[config.mk]
export PLATFORM = sky130hd
export DESIGN_NAME = spth_regs
export DESIGN_NICKNAME = d
export VERILOG_FILES = /design/src/rtl/spth_pkg.sv /design/src/rtl/spth_regs.sv
export SDC_FILE = /design/constraint.sdc
export NUM_CORES = 1
export LEC_CHECK = 0
export ABC_AREA = 1
export BUFFER_PORTS_ARGS = -buffer_cell sky130_fd_sc_hd__buf_2
export CAP_MARGIN = 20
export CORE_ASPECT_RATIO = 1.1
export CORE_MARGIN = 4
export CORE_UTILIZATION = 47
export CTS_CLUSTER_SIZE = 20
export DETAILED_ROUTE_END_ITERATION = 12
export PLACE_DENSITY = 0.77
export SLEW_MARGIN = 20
export SYNTH_ARGS = -nofsm -noshare
export SYNTH_HDL_FRONTEND = slang
export SYNTH_SLANG_ARGS = --single-unit
export TNS_END_PERCENT = 5
[constraint.sdc]
create_clock -name aclk -period 1.3 [get_ports aclk]
set_input_delay 0.13 -clock aclk [delete_from_list [all_inputs] [get_ports aclk]]
set_output_delay 0.13 -clock aclk [all_outputs]
set_load 0.005 [all_outputs]
[src/rtl/spth_pkg.sv]
// ============================================================================
// spth_pkg: shared types and constants of the spin-to-heading controller
// Holds the channel payload structs, the item class codes, the register map
// and the configuration bundle passed from the register file to the back end.
// ============================================================================
package spth_pkg;

    // Default number of plan entries.
    localparam int PLAN_DEPTH = 256;

    // Entries in the queue between the front and the back end.
    localparam int QUEUE_DEPTH = 2;

    // Register file geometry.
    localparam int APB_ADDR_W = 4;
    localparam int APB_DATA_W = 32;

    // Register indexes (byte address divided by four).
    localparam logic [1:0] REG_GAIN     = 2'd0;
    localparam logic [1:0] REG_INT_TOL  = 2'd1;
    localparam logic [1:0] REG_MAX_RATE = 2'd2;
    localparam logic [1:0] REG_GOAL_TOL = 2'd3;

    // Register reset values.
    localparam logic signed [15:0] GAIN_RESET     = 16'sd4096;
    localparam logic [14:0]        INT_TOL_RESET  = 15'd1252;
    localparam logic [14:0]        MAX_RATE_RESET = 15'd10430;
    localparam logic [14:0]        GOAL_TOL_RESET = 15'd0;

    // Item classes, decided by the front end.
    localparam logic [1:0] OP_LOAD    = 2'd0;
    localparam logic [1:0] OP_RESTART = 2'd1;
    localparam logic [1:0] OP_CTRL    = 2'd2;

    // Input transaction payload.
    typedef struct packed {
        logic              func;
        logic signed [15:0] heading;
        logic              first_entry;
    } in_t;

    // Result transaction payload.
    typedef struct packed {
        logic signed [15:0] turn_rate;
        logic              goal_reached;
        logic [7:0]        target_index;
        logic              no_plan;
    } out_t;

    // Classified item held in the queue.
    typedef struct packed {
        logic [1:0]  op;
        logic [15:0] heading;
    } item_t;

    // Configuration bundle.
    typedef struct packed {
        logic signed [15:0] gain;
        logic [14:0]        int_tol;
        logic [14:0]        max_rate;
        logic [14:0]        goal_tol;
    } cfg_t;

    // Address width for a memory of the given depth, at least one bit.
    function automatic int addr_width(input int depth);
        int w;
        begin
            w = $clog2(depth);
            addr_width = (w < 1) ? 1 : w;
        end
    endfunction

endpackage

[src/rtl/spth_regs.sv]
// ============================================================================
// spth_regs: configuration register file
// APB-style port holding gain, tolerances and the rate limit.
// ============================================================================
module spth_regs (
    input  logic                              aclk,
    input  logic                              aresetn,
    input  logic                              psel,
    input  logic                              penable,
    input  logic                              pwrite,
    input  logic [spth_pkg::APB_ADDR_W-1:0]   paddr,
    input  logic [spth_pkg::APB_DATA_W-1:0]   pwdata,
    output logic [spth_pkg::APB_DATA_W-1:0]   prdata,
    output logic                              pready,
    output spth_pkg::cfg_t                    cfg
);

    spth_pkg::cfg_t cfg_reg;
    logic [1:0]     reg_idx;
    logic           wr_en;

    assign pready  = 1'b1;
    assign reg_idx = paddr[3:2];
    assign wr_en   = psel && penable && pwrite;
    assign cfg     = cfg_reg;

    // Register writes.
    always_ff @(posedge aclk) begin
        if (!aresetn) begin
            cfg_reg.gain     <= spth_pkg::GAIN_RESET;
            cfg_reg.int_tol  <= spth_pkg::INT_TOL_RESET;
            cfg_reg.max_rate <= spth_pkg::MAX_RATE_RESET;
            cfg_reg.goal_tol <= spth_pkg::GOAL_TOL_RESET;
        end else if (wr_en) begin
            unique case (reg_idx)
                spth_pkg::REG_GAIN:     cfg_reg.gain     <= pwdata[15:0];
                spth_pkg::REG_INT_TOL:  cfg_reg.int_tol  <= pwdata[14:0];
                spth_pkg::REG_MAX_RATE: cfg_reg.max_rate <= pwdata[14:0];
                spth_pkg::REG_GOAL_TOL: cfg_reg.goal_tol <= pwdata[14:0];
                default: ;
            endcase
        end
    end

    // Register read-back; the gain is returned sign-extended.
    always_comb begin
        unique case (reg_idx)
            spth_pkg::REG_GAIN:     prdata = 32'(cfg_reg.gain);
            spth_pkg::REG_INT_TOL:  prdata = {17'd0, cfg_reg.int_tol};
            spth_pkg::REG_MAX_RATE: prdata = {17'd0, cfg_reg.max_rate};
            spth_pkg::REG_GOAL_TOL: prdata = {17'd0, cfg_reg.goal_tol};
            default:                prdata = '0;
        endcase
    end

endmodule

==> impl_metrics.ini <==
[routing]
ant_nets = 0
wl_mm = 8.528
drtIter0Drc = 150
wl_per_cell_um = 13.47
post-route-drc-count = 0
dr.pass1.iters = 4
vias = 3129
vias_per_cell = 4.943

[critical_path]
cp_max_fo = 17
cp_top_family = flip-flops
cp.arrival_ps = 1080
worstSetupPathType = reg -> out
cp_slowest_cell = dfxtp_2
cp-start-kind = register
worst_path_largest_cell_delay_ps = 340
required_ps = 1170
critPathBufInv = 3
path_cells = inv_1 -> nor2_4 -> buf_12 -> buf_2
worst_setup_path_end_kind = output pin

[cells_and_area]
diodes = 0
nNetsFinal = 589
drive_above_1_share = 0.2966
largest_reg_flops = 61
area_delta_synth_final_pct = 26.25

[clocking]
clock-sinks = 61
cts_tree = yes
clk_pin_slew_ps = 70
clk_path_buf_depth = 2
postCtsHoldBufs = 0
cts_buffers = 9
clk_latency_ps = 330
cts_resized = 0
cts_max_level = 3
cts-root-buf = clkbuf_8
post_cts_buffers = 0

[grt]
grt_pass1_wl_mm = 14.06
grt_max_degree = 62
grtUsageTotal = 0.2235
antenna_found_initial = 0
first_global_vias = 2934
grt_overflow = 0

[yosys]
yosys_register_bits = 61
yosysMostFrequentCell = nand2_1
syn_area_per_cell_um2 = 6.681
synth_cell_types = 18
yosys.area.top_type = dfxtp_1
synth-seq-area-share = 0.4080
synth-edff-count = 0
synth_ff_type = dfxtp_1
async_reset_ff_frac = 0
synth_area_leaders = dfxtp_1 41%, nand2_1 17%, nor2_1 12%, nand3_1 10%, buf_4 5.8%
synthCells = 448
synth_top_area_frac = 0.4080
synth_fp_nets = 489
syn_area_um2 = 2993
yosysWarnings = 0
ys_top_cells_by_count = 136 x nand2_1, 96 x nor2_1, 61 x dfxtp_1, 61 x nand3_1, 23 x buf_4

[floorplan]
core_area_um2 = 6193
row_count = 30
initial_core_util = 0.4832
dieWidth_um = 84.09
ios = 135
die_height_um = 91.69
die_area_um2 = 7710

[timing]
final-setup-viol-count = 0
maxSlewViolCount = 0
rsz0062_at_grt = no
finalCriticalPeriod_ps = 1215
setup_ws_ps = 85.08
clock.fmax_mhz = 823.1
hold_viol = 0
fin_skew_ps = 0
layout_worst_path_cycle_share = 0.9346
fin_tns_setup_ps = 0

[pwr]
intPower_w = 0.003091
swShare = 0.2539
p_seq_frac = 0.469
combPwrFrac = 0.115
p_leak_nw = 1.924
power_density_nw_per_um2 = 1097
clockPowerShare = 0.416
power.switching_w = 0.001052
ir_drop_v = 0.0006323

[placement]
io_buffers = 115
pre_cts_ws_ps = 132.9
gp_congestion = 0.8001
hpwlAfterDp_mm = 5.950

[hold_path]
hold_class = in -> reg

[run]
max-cap-violations = 0

[run_status]
status = complete, no violations
## worst reg2reg max path, stage by stage, from the launching register on
cell and delay [ps]:
dfxtp_1 330, o21ai_0 90, nand3_1 80
## routing by layer
layer / vias to the layer above / GRT usage / part of all wire
met2: 111 / 0.3816 / 0.51
met3: 5 / 0.04762 / 0.079
met4: 0 / 0.08579 / 0.0067
met1: 1432 / 0.2739 / 0.40
met5: - / 0 / 0
li1: 1581 / - / -
## power by group through the flow
stage | Combinational (W) | Clock [W] | Sequential [W]
2_1_floorplan | 0.000280 | 0 | 0.00198
3_3_place_gp | 0.000468 | 0 | 0.00198
3_5_place_dp | 0.000478 | 0 | 0.00198
4_1_cts | 0.000479 | 0.00175 | 0.00194
5_1_grt | 0.000535 | 0.00184 | 0.00195
6_report | 0.000478 | 0.00172 | 0.00194
## cell type report
type,count,area (um2)
timing repair buffer,132,765.7
multi-input combinational,323,1409
clock inverter,3,43.79
clock buffer,13,158.9
fill,623,2415
tap,80,100.1
inverter,21,78.83
sequential,61,1222
## cells by family (layout without fill, tap and decap cells)
kind of cell,count (synthesis),after routing,share of synthesized area
AOI/OAI and AO/OA,1,1,0.001671
and+or+nand+nor,321,321,0.4628
buffers and inverters,64,169,0.1263
other,1,1,0.001253
DFF,61,61,0.4080
## path summary, 6_finish.rpt
path / from / to / slack [ps] / depth (start not counted)
worst max-delay path: cfg[60]$_SDFFE_PN0P_ / prdata[16] / 90 / 4
worst min-delay path: pwdata[4] / cfg[19]$_SDFFE_PN1P_ / 30 / 3
worst max register to register: cfg[57]$_SDFFE_PN1P_ / cfg[57]$_SDFFE_PN1P_ / 680 / 2
worst min register to register: cfg[26]$_SDFFE_PN1P_ / cfg[26]$_SDFFE_PN1P_ / 480 / 2
## through the flow
stage | power, W | hold slack [ps] | util | cells | area (um2)
after CTS | 0.004172 | 14.75 | 0.6091 | 633 | 3772
after global routing | 0.004321 | 20.30 | 0.6101 | 633 | 3779
final | 0.004144 | 26.24 | 0.6101 | 633 | 3779
after floorplan | 0.002264 | 256.2 | - | 448 | 2995
after global placement | 0.002449 | 356.5 | 0.5764 | 617 | 3570
after detailed placement | 0.002461 | 366.8 | 0.5764 | 617 | 3570
## cells in the final DEF, fill, tap and decap left out, types with 8 or more instances in the layout
cell type,Yosys,routed
nor2_1,96,94
nor2_4,6,8
inv_1,19,19
buf_2,5,115
nand4_1,15,15
clkbuf_8,0,11
dfxtp_1,61,60
nand3_1,61,61
buf_4,23,12
nand2_1,136,136
No activity file was read; power rests on OpenSTA's default activity.
