--- src/rtl/spth_pkg.sv ---
// ============================================================================
// spth_pkg: shared types and constants of the spin-to-heading controller
// Holds the channel payload structs, the item class codes, the register map
// and the configuration bundle passed from the register file to the back end.
// ============================================================================
package spth_pkg;

    // Default number of plan entries.
    localparam int PLAN_DEPTH = 256;

    // Entries in the queue between the front and the back end.
    localparam int QUEUE_DEPTH = 2;

    // Register file geometry.
    localparam int APB_ADDR_W = 4;
    localparam int APB_DATA_W = 32;

    // Register indexes (byte address divided by four).
    localparam logic [1:0] REG_GAIN     = 2'd0;
    localparam logic [1:0] REG_INT_TOL  = 2'd1;
    localparam logic [1:0] REG_MAX_RATE = 2'd2;
    localparam logic [1:0] REG_GOAL_TOL = 2'd3;

    // Register reset values.
    localparam logic signed [15:0] GAIN_RESET     = 16'sd4096;
    localparam logic [14:0]        INT_TOL_RESET  = 15'd1252;
    localparam logic [14:0]        MAX_RATE_RESET = 15'd10430;
    localparam logic [14:0]        GOAL_TOL_RESET = 15'd0;

    // Item classes, decided by the front end.
    localparam logic [1:0] OP_LOAD    = 2'd0;
    localparam logic [1:0] OP_RESTART = 2'd1;
    localparam logic [1:0] OP_CTRL    = 2'd2;

    // Input transaction payload.
    typedef struct packed {
        logic              func;
        logic signed [15:0] heading;
        logic              first_entry;
    } in_t;

    // Result transaction payload.
    typedef struct packed {
        logic signed [15:0] turn_rate;
        logic              goal_reached;
        logic [7:0]        target_index;
        logic              no_plan;
    } out_t;

    // Classified item held in the queue.
    typedef struct packed {
        logic [1:0]  op;
        logic [15:0] heading;
    } item_t;

    // Configuration bundle.
    typedef struct packed {
        logic signed [15:0] gain;
        logic [14:0]        int_tol;
        logic [14:0]        max_rate;
        logic [14:0]        goal_tol;
    } cfg_t;

    // Address width for a memory of the given depth, at least one bit.
    function automatic int addr_width(input int depth);
        int w;
        begin
            w = $clog2(depth);
            addr_width = (w < 1) ? 1 : w;
        end
    endfunction

endpackage

--- src/rtl/spth_front.sv ---
// ============================================================================
// spth_front: input acceptance, classification and item queue
// Accepts input transactions, sorts each into load, restart or control and
// holds it in a short queue until the back end takes it.
// ============================================================================
module spth_front (
    input  logic                aclk,
    input  logic                aresetn,
    input  logic                s_valid,
    output logic                s_ready,
    input  spth_pkg::in_t       s_data,
    output logic                item_valid,
    output spth_pkg::item_t     item,
    input  logic                item_pop
);

    localparam int QD = spth_pkg::QUEUE_DEPTH;
    localparam int PW = spth_pkg::addr_width(QD);
    localparam int CW = $clog2(QD + 1);

    spth_pkg::item_t q_mem [QD];
    logic [PW-1:0]   wr_ptr_reg, wr_ptr_next;
    logic [PW-1:0]   rd_ptr_reg, rd_ptr_next;
    logic [CW-1:0]   count_reg, count_next;
    spth_pkg::item_t in_item;
    logic            push;

    // Classify the incoming transaction.
    always_comb begin
        in_item.heading = s_data.heading;
        if (s_data.func) begin
            in_item.op = spth_pkg::OP_CTRL;
        end else if (s_data.first_entry) begin
            in_item.op = spth_pkg::OP_RESTART;
        end else begin
            in_item.op = spth_pkg::OP_LOAD;
        end
    end

    assign s_ready    = (count_reg != CW'(QD));
    assign push       = s_valid && s_ready;
    assign item_valid = (count_reg != '0);
    assign item       = q_mem[rd_ptr_reg];

    // Pointer and fill count updates.
    always_comb begin
        wr_ptr_next = wr_ptr_reg;
        rd_ptr_next = rd_ptr_reg;
        count_next  = count_reg;
        if (push) begin
            wr_ptr_next = (wr_ptr_reg == PW'(QD - 1)) ? '0 : wr_ptr_reg + 1'b1;
        end
        if (item_pop) begin
            rd_ptr_next = (rd_ptr_reg == PW'(QD - 1)) ? '0 : rd_ptr_reg + 1'b1;
        end
        if (push && !item_pop) begin
            count_next = count_reg + 1'b1;
        end else if (!push && item_pop) begin
            count_next = count_reg - 1'b1;
        end
    end

    always_ff @(posedge aclk) begin
        if (!aresetn) begin
            wr_ptr_reg <= '0;
            rd_ptr_reg <= '0;
            count_reg  <= '0;
        end else begin
            wr_ptr_reg <= wr_ptr_next;
            rd_ptr_reg <= rd_ptr_next;
            count_reg  <= count_next;
        end
    end

    // Queue storage.
    always_ff @(posedge aclk) begin
        if (push) begin
            q_mem[wr_ptr_reg] <= in_item;
        end
    end

endmodule

--- config.mk ---
export PLATFORM = sky130hd
export DESIGN_NAME = spth_front
export DESIGN_NICKNAME = d
export VERILOG_FILES = /design/src/rtl/spth_pkg.sv /design/src/rtl/spth_front.sv
export SDC_FILE = /design/constraint.sdc
export NUM_CORES = 1
export LEC_CHECK = 0
export BUFFER_PORTS_ARGS = -buffer_cell sky130_fd_sc_hd__buf_2
export CORE_UTILIZATION = 50
export CTS_CLUSTER_DIAMETER = 30
export CTS_CLUSTER_SIZE = 10
export DETAILED_ROUTE_END_ITERATION = 12
export PLACE_DENSITY = 0.8
export SLEW_MARGIN = 0
export SYNTH_ARGS = -nofsm -noshare
export SYNTH_HDL_FRONTEND = slang
export SYNTH_SLANG_ARGS = --single-unit
--- constraint.sdc ---
create_clock -name aclk -period 2.17 [get_ports aclk]
set_clock_uncertainty 0.1 [all_clocks]
set_input_delay 0.217 -clock aclk [delete_from_list [all_inputs] [get_ports aclk]]
set_output_delay 0.217 -clock aclk [all_outputs]
set_load 0.03 [all_outputs]
==> Implementation_results.wiki <==
{| class="wikitable"
! Metric !! Value
|-
| Worst setup path class || reg -> out
|-
| Count of warnings emitted by yosys || 0
|-
| Cell taking the most area after synthesis || edfxtp_1
|-
| CTS tree || built
|-
| Max FFs per register || 36
|-
| Fill cell total of the finished layout || approximately 170
|-
| Sequential fraction of the synthesis area || 0.765
|-
| Violated checks || DRC
|-
| Via count || 888
|-
| Summed negative setup slack over all endpoints || 0 ns
|-
| Type of origin of the critical path || flop
|-
| Area Growth Syn to Fin || 34.6%
|-
| Worst Path Required || 1.85 ns
|-
| Clock tree root driver cell || clkbuf_4
|-
| Number of nets in the final layout || about 170
|-
| Gpl congestion || 0.623
|-
| Most instantiated flip-flop cell in the synthesis netlist || edfxtp_1
|-
| Status || finished with violations
|-
| Via count of the first global-routing pass || between 800 and 900
|-
| Floorplan Core Area || 2830 um^2
|-
| Setup slack of the most critical reg-to-reg path || 0.53 ns
|-
| Final number of max-transition violations || 0
|-
| Final hold violation count || 0
|-
| Number of H-tree levels || 2
|-
| Non-Filler Cell Area, Final || 2080 um^2
|-
| Headroom to the max-slew limit || 0.781
|-
| Critical-path maximum fanout || 11
|-
| Number of enable-type register cells in the synthesized netlist || 36
|-
| Initial Utilization || 0.546
|-
| Kind of cell adding the most delay to the critical path || flip-flops
|-
| Final setup viols || 0
|-
| Number of different library cells in the post-synthesis netlist || 20
|-
| Number of violations reported at the end of detailed-routing iteration 0 || 19
|-
| Final routed wire length divided by cell count || between 10 and 15 um
|-
| Syn nets || 104
|-
| Share of layout cells above drive strength 1 || 0.497
|-
| FFs w/ async S/R, synth || 0
|-
| Count of buffering cells on the critical path with inverters included || 2
|-
| Die width || 57.6 um
|-
| Most numerous cell in the Yosys netlist || edfxtp_1
|-
| Least setup slack across all paths after layout || 0.163 ns
|-
| Leakage power || 0.828 nW
|-
| Number of remaining DRC errors || 4
|-
| Antenna-violating nets left || 0
|-
| Total inserted antenna cells || 0
|-
| Pwr dens || approximately 960 nW/um^2
|-
| Detailed-router iteration count before antenna repair || 11
|-
| Synthesized netlist cell count || 81
|-
| Average instance area after synthesis || 19.1 um^2
|-
| Post-Route WL || roughly 2500 um
|-
| Global-route wire length before repair || 3810 um
|-
| Synthesized flop and latch total || 41
|-
| Hold WC Path Type || in -> reg
|-
| Row Count || 19
|-
| Final worst-path cycle share || 0.925
|-
| CP endpoint kind || output port
|-
| Clock latency on the worst-skew pair || 0.35 ns
|-
| DIE AREA || 3310 um^2
|-
| RSZ-0062 raised after global routing || no
|-
| Max incr delay on CP || 0.53 ns
|-
| Main area contributors after synthesis || edfxtp_1, mux2_2, dfxtp_1, and2_1, xor2_1
|-
| Actual transition at the worst max-transition pin || 0.328 ns
|-
| Gates resized, CTS repair || 0
|-
| Highest attainable clock frequency || between 400 and 500 MHz
|-
| Pre-CTS setup slack || 0.531 ns
|-
| Time the worst path needs with I/O delays and setup || 2.01 ns
|-
| Total I/O pin count || 42
|-
| Number of max-cap violations || 0
|-
| Vias per cell || 4.93
|-
| TritonCTS Sinks || 41
|-
| Initial antenna violation count || 0
|-
| Cell breakdown of the critical path || buf_4 -> mux2_2 -> buf_2
|-
| Worst-path cell with the longest stage delay || dfxtp_1
|-
| Total routing usage reported by global routing || 0.168
|-
| Num CTS Buffers || 5
|-
| Pin count of the biggest net entering global routing || 14
|-
| CTS clock-pin slew for the worst setup and hold paths || ~0.11 ns
|-
| Number of buffers added on ports || 41
|-
| Critical path arrival || 1.69 ns
|-
| Global route overflow || 0
|-
| Worst IR drop on VDD || 0.527 mV
|-
| Y dimension of the die || about 58 um
|-
| Synth Cell Area || 1540 um^2
|-
| Cell types with the highest counts after synthesis || edfxtp_1, mux2_2, dfxtp_1
|-
| Maximum count of clock buffers along a single path || 2
|-
| Placed cell area || between 1500 and 2000 um^2
|-
| Post-route total power || 1.99 mW
|-
| Share of the synthesized area in the top cell type || 0.700
|}
## path summary, 6_finish.rpt
| path | start | to | depth (start not counted) |
|---|---|---|---|
| worst max-delay path | flop | item[17] | 3 |
| worst min-delay path | aresetn | rd_ptr_reg | 2 |
| worst max register to register | count_reg[0] | count_reg[1] | 5 |
| worst min register to register | count_reg[1] | count_reg[1] | 2 |
## stage by stage
| step | hold WS [ns] | std cells | utilization |
|---|---|---|---|
| after CTS | 0.0104 | 180 | 0.735 |
| after global routing | 0.0147 | 180 | 0.735 |
| after detailed placement | 0.309 | 155 | 0.638 |
| after floorplan | 0.216 | 81 | - |
| after global placement | 0.306 | 155 | 0.638 |
| final | 0.0193 | 180 | 0.735 |
## routing by layer
layer | GRT usage | vias to the layer above | part of all wire
met5 | 0 | - | 0
met4 | 0.0941 | 0 | 0.023
met3 | 0.0816 | 5 | 0.068
met2 | 0.271 | 30 | 0.51
met1 | 0.179 | 417 | 0.40
li1 | - | 436 | -
## layout make-up
cell class	instances	area (um^2)	share of cell area
Clock buffer	5	37.5	0.0181
Clock inverter	3	65.1	0.0313
Inverter	2	7.51	0.00361
Multi-Input combinational cell	36	343	0.165
Sequential cell	41	1180	0.568
Tap cell	31	38.8	0.0187
Timing Repair Buffer	62	405	0.195
## cell families after synthesis
group	count (synthesis)	synth area share
buf+inv	4	0.0130
simple gates	10	0.0462
compound gates	4	0.0194
mux	18	0.131
flops	41	0.765
fa+ha+maj	1	0.00810
xor+xnor	3	0.0170
## layout by cell type, fill, tap and decap left out
| cell type | instances |
|---|---|
| buf_4 | 4 |
| or3_1 | 1 |
| bufinv_16 | 2 |
| clkbuf_4 | 5 |
| edfxtp_1 | 36 |
| a21boi_0 | 1 |
| dlygate4sd3_1 | 17 |
| buf_2 | 41 |
| nor2b_1 | 1 |
| or2_2 | 1 |
| clkinv_2 | 1 |
| mux2_2 | 18 |
| inv_1 | 2 |
| xnor2_1 | 1 |
| and3_1 | 1 |
| nand2b_4 | 1 |
| a21boi_1 | 1 |
| nand3b_1 | 1 |
| a21bo_2 | 1 |
| o21ai_0 | 1 |
| dfxtp_1 | 5 |
| ha_1 | 1 |
| and2_1 | 4 |
| xor2_1 | 2 |
## worst register-to-register path, stage by stage, from the launching register on
cell	delay, ns
dfxtp_1	0.36
nand2b_4	0.17
and2_1	0.16
ha_1	0.31
or3_1	0.35
a21boi_1	0.13
## power breakdown
group	internal (mW)	leakage [nW]	switching [mW]
logic	0.172	0.395	0.242
registers	0.951	0.378	0.0315
clock network	0.357	0.0552	0.239
## what timing repair did
item,4_1_cts,5_1_grt
hold buffers,17,0
setup buffers,0,0
endpoints found under the hold margin,34,0
No activity file was read; power rests on OpenSTA's default activity.
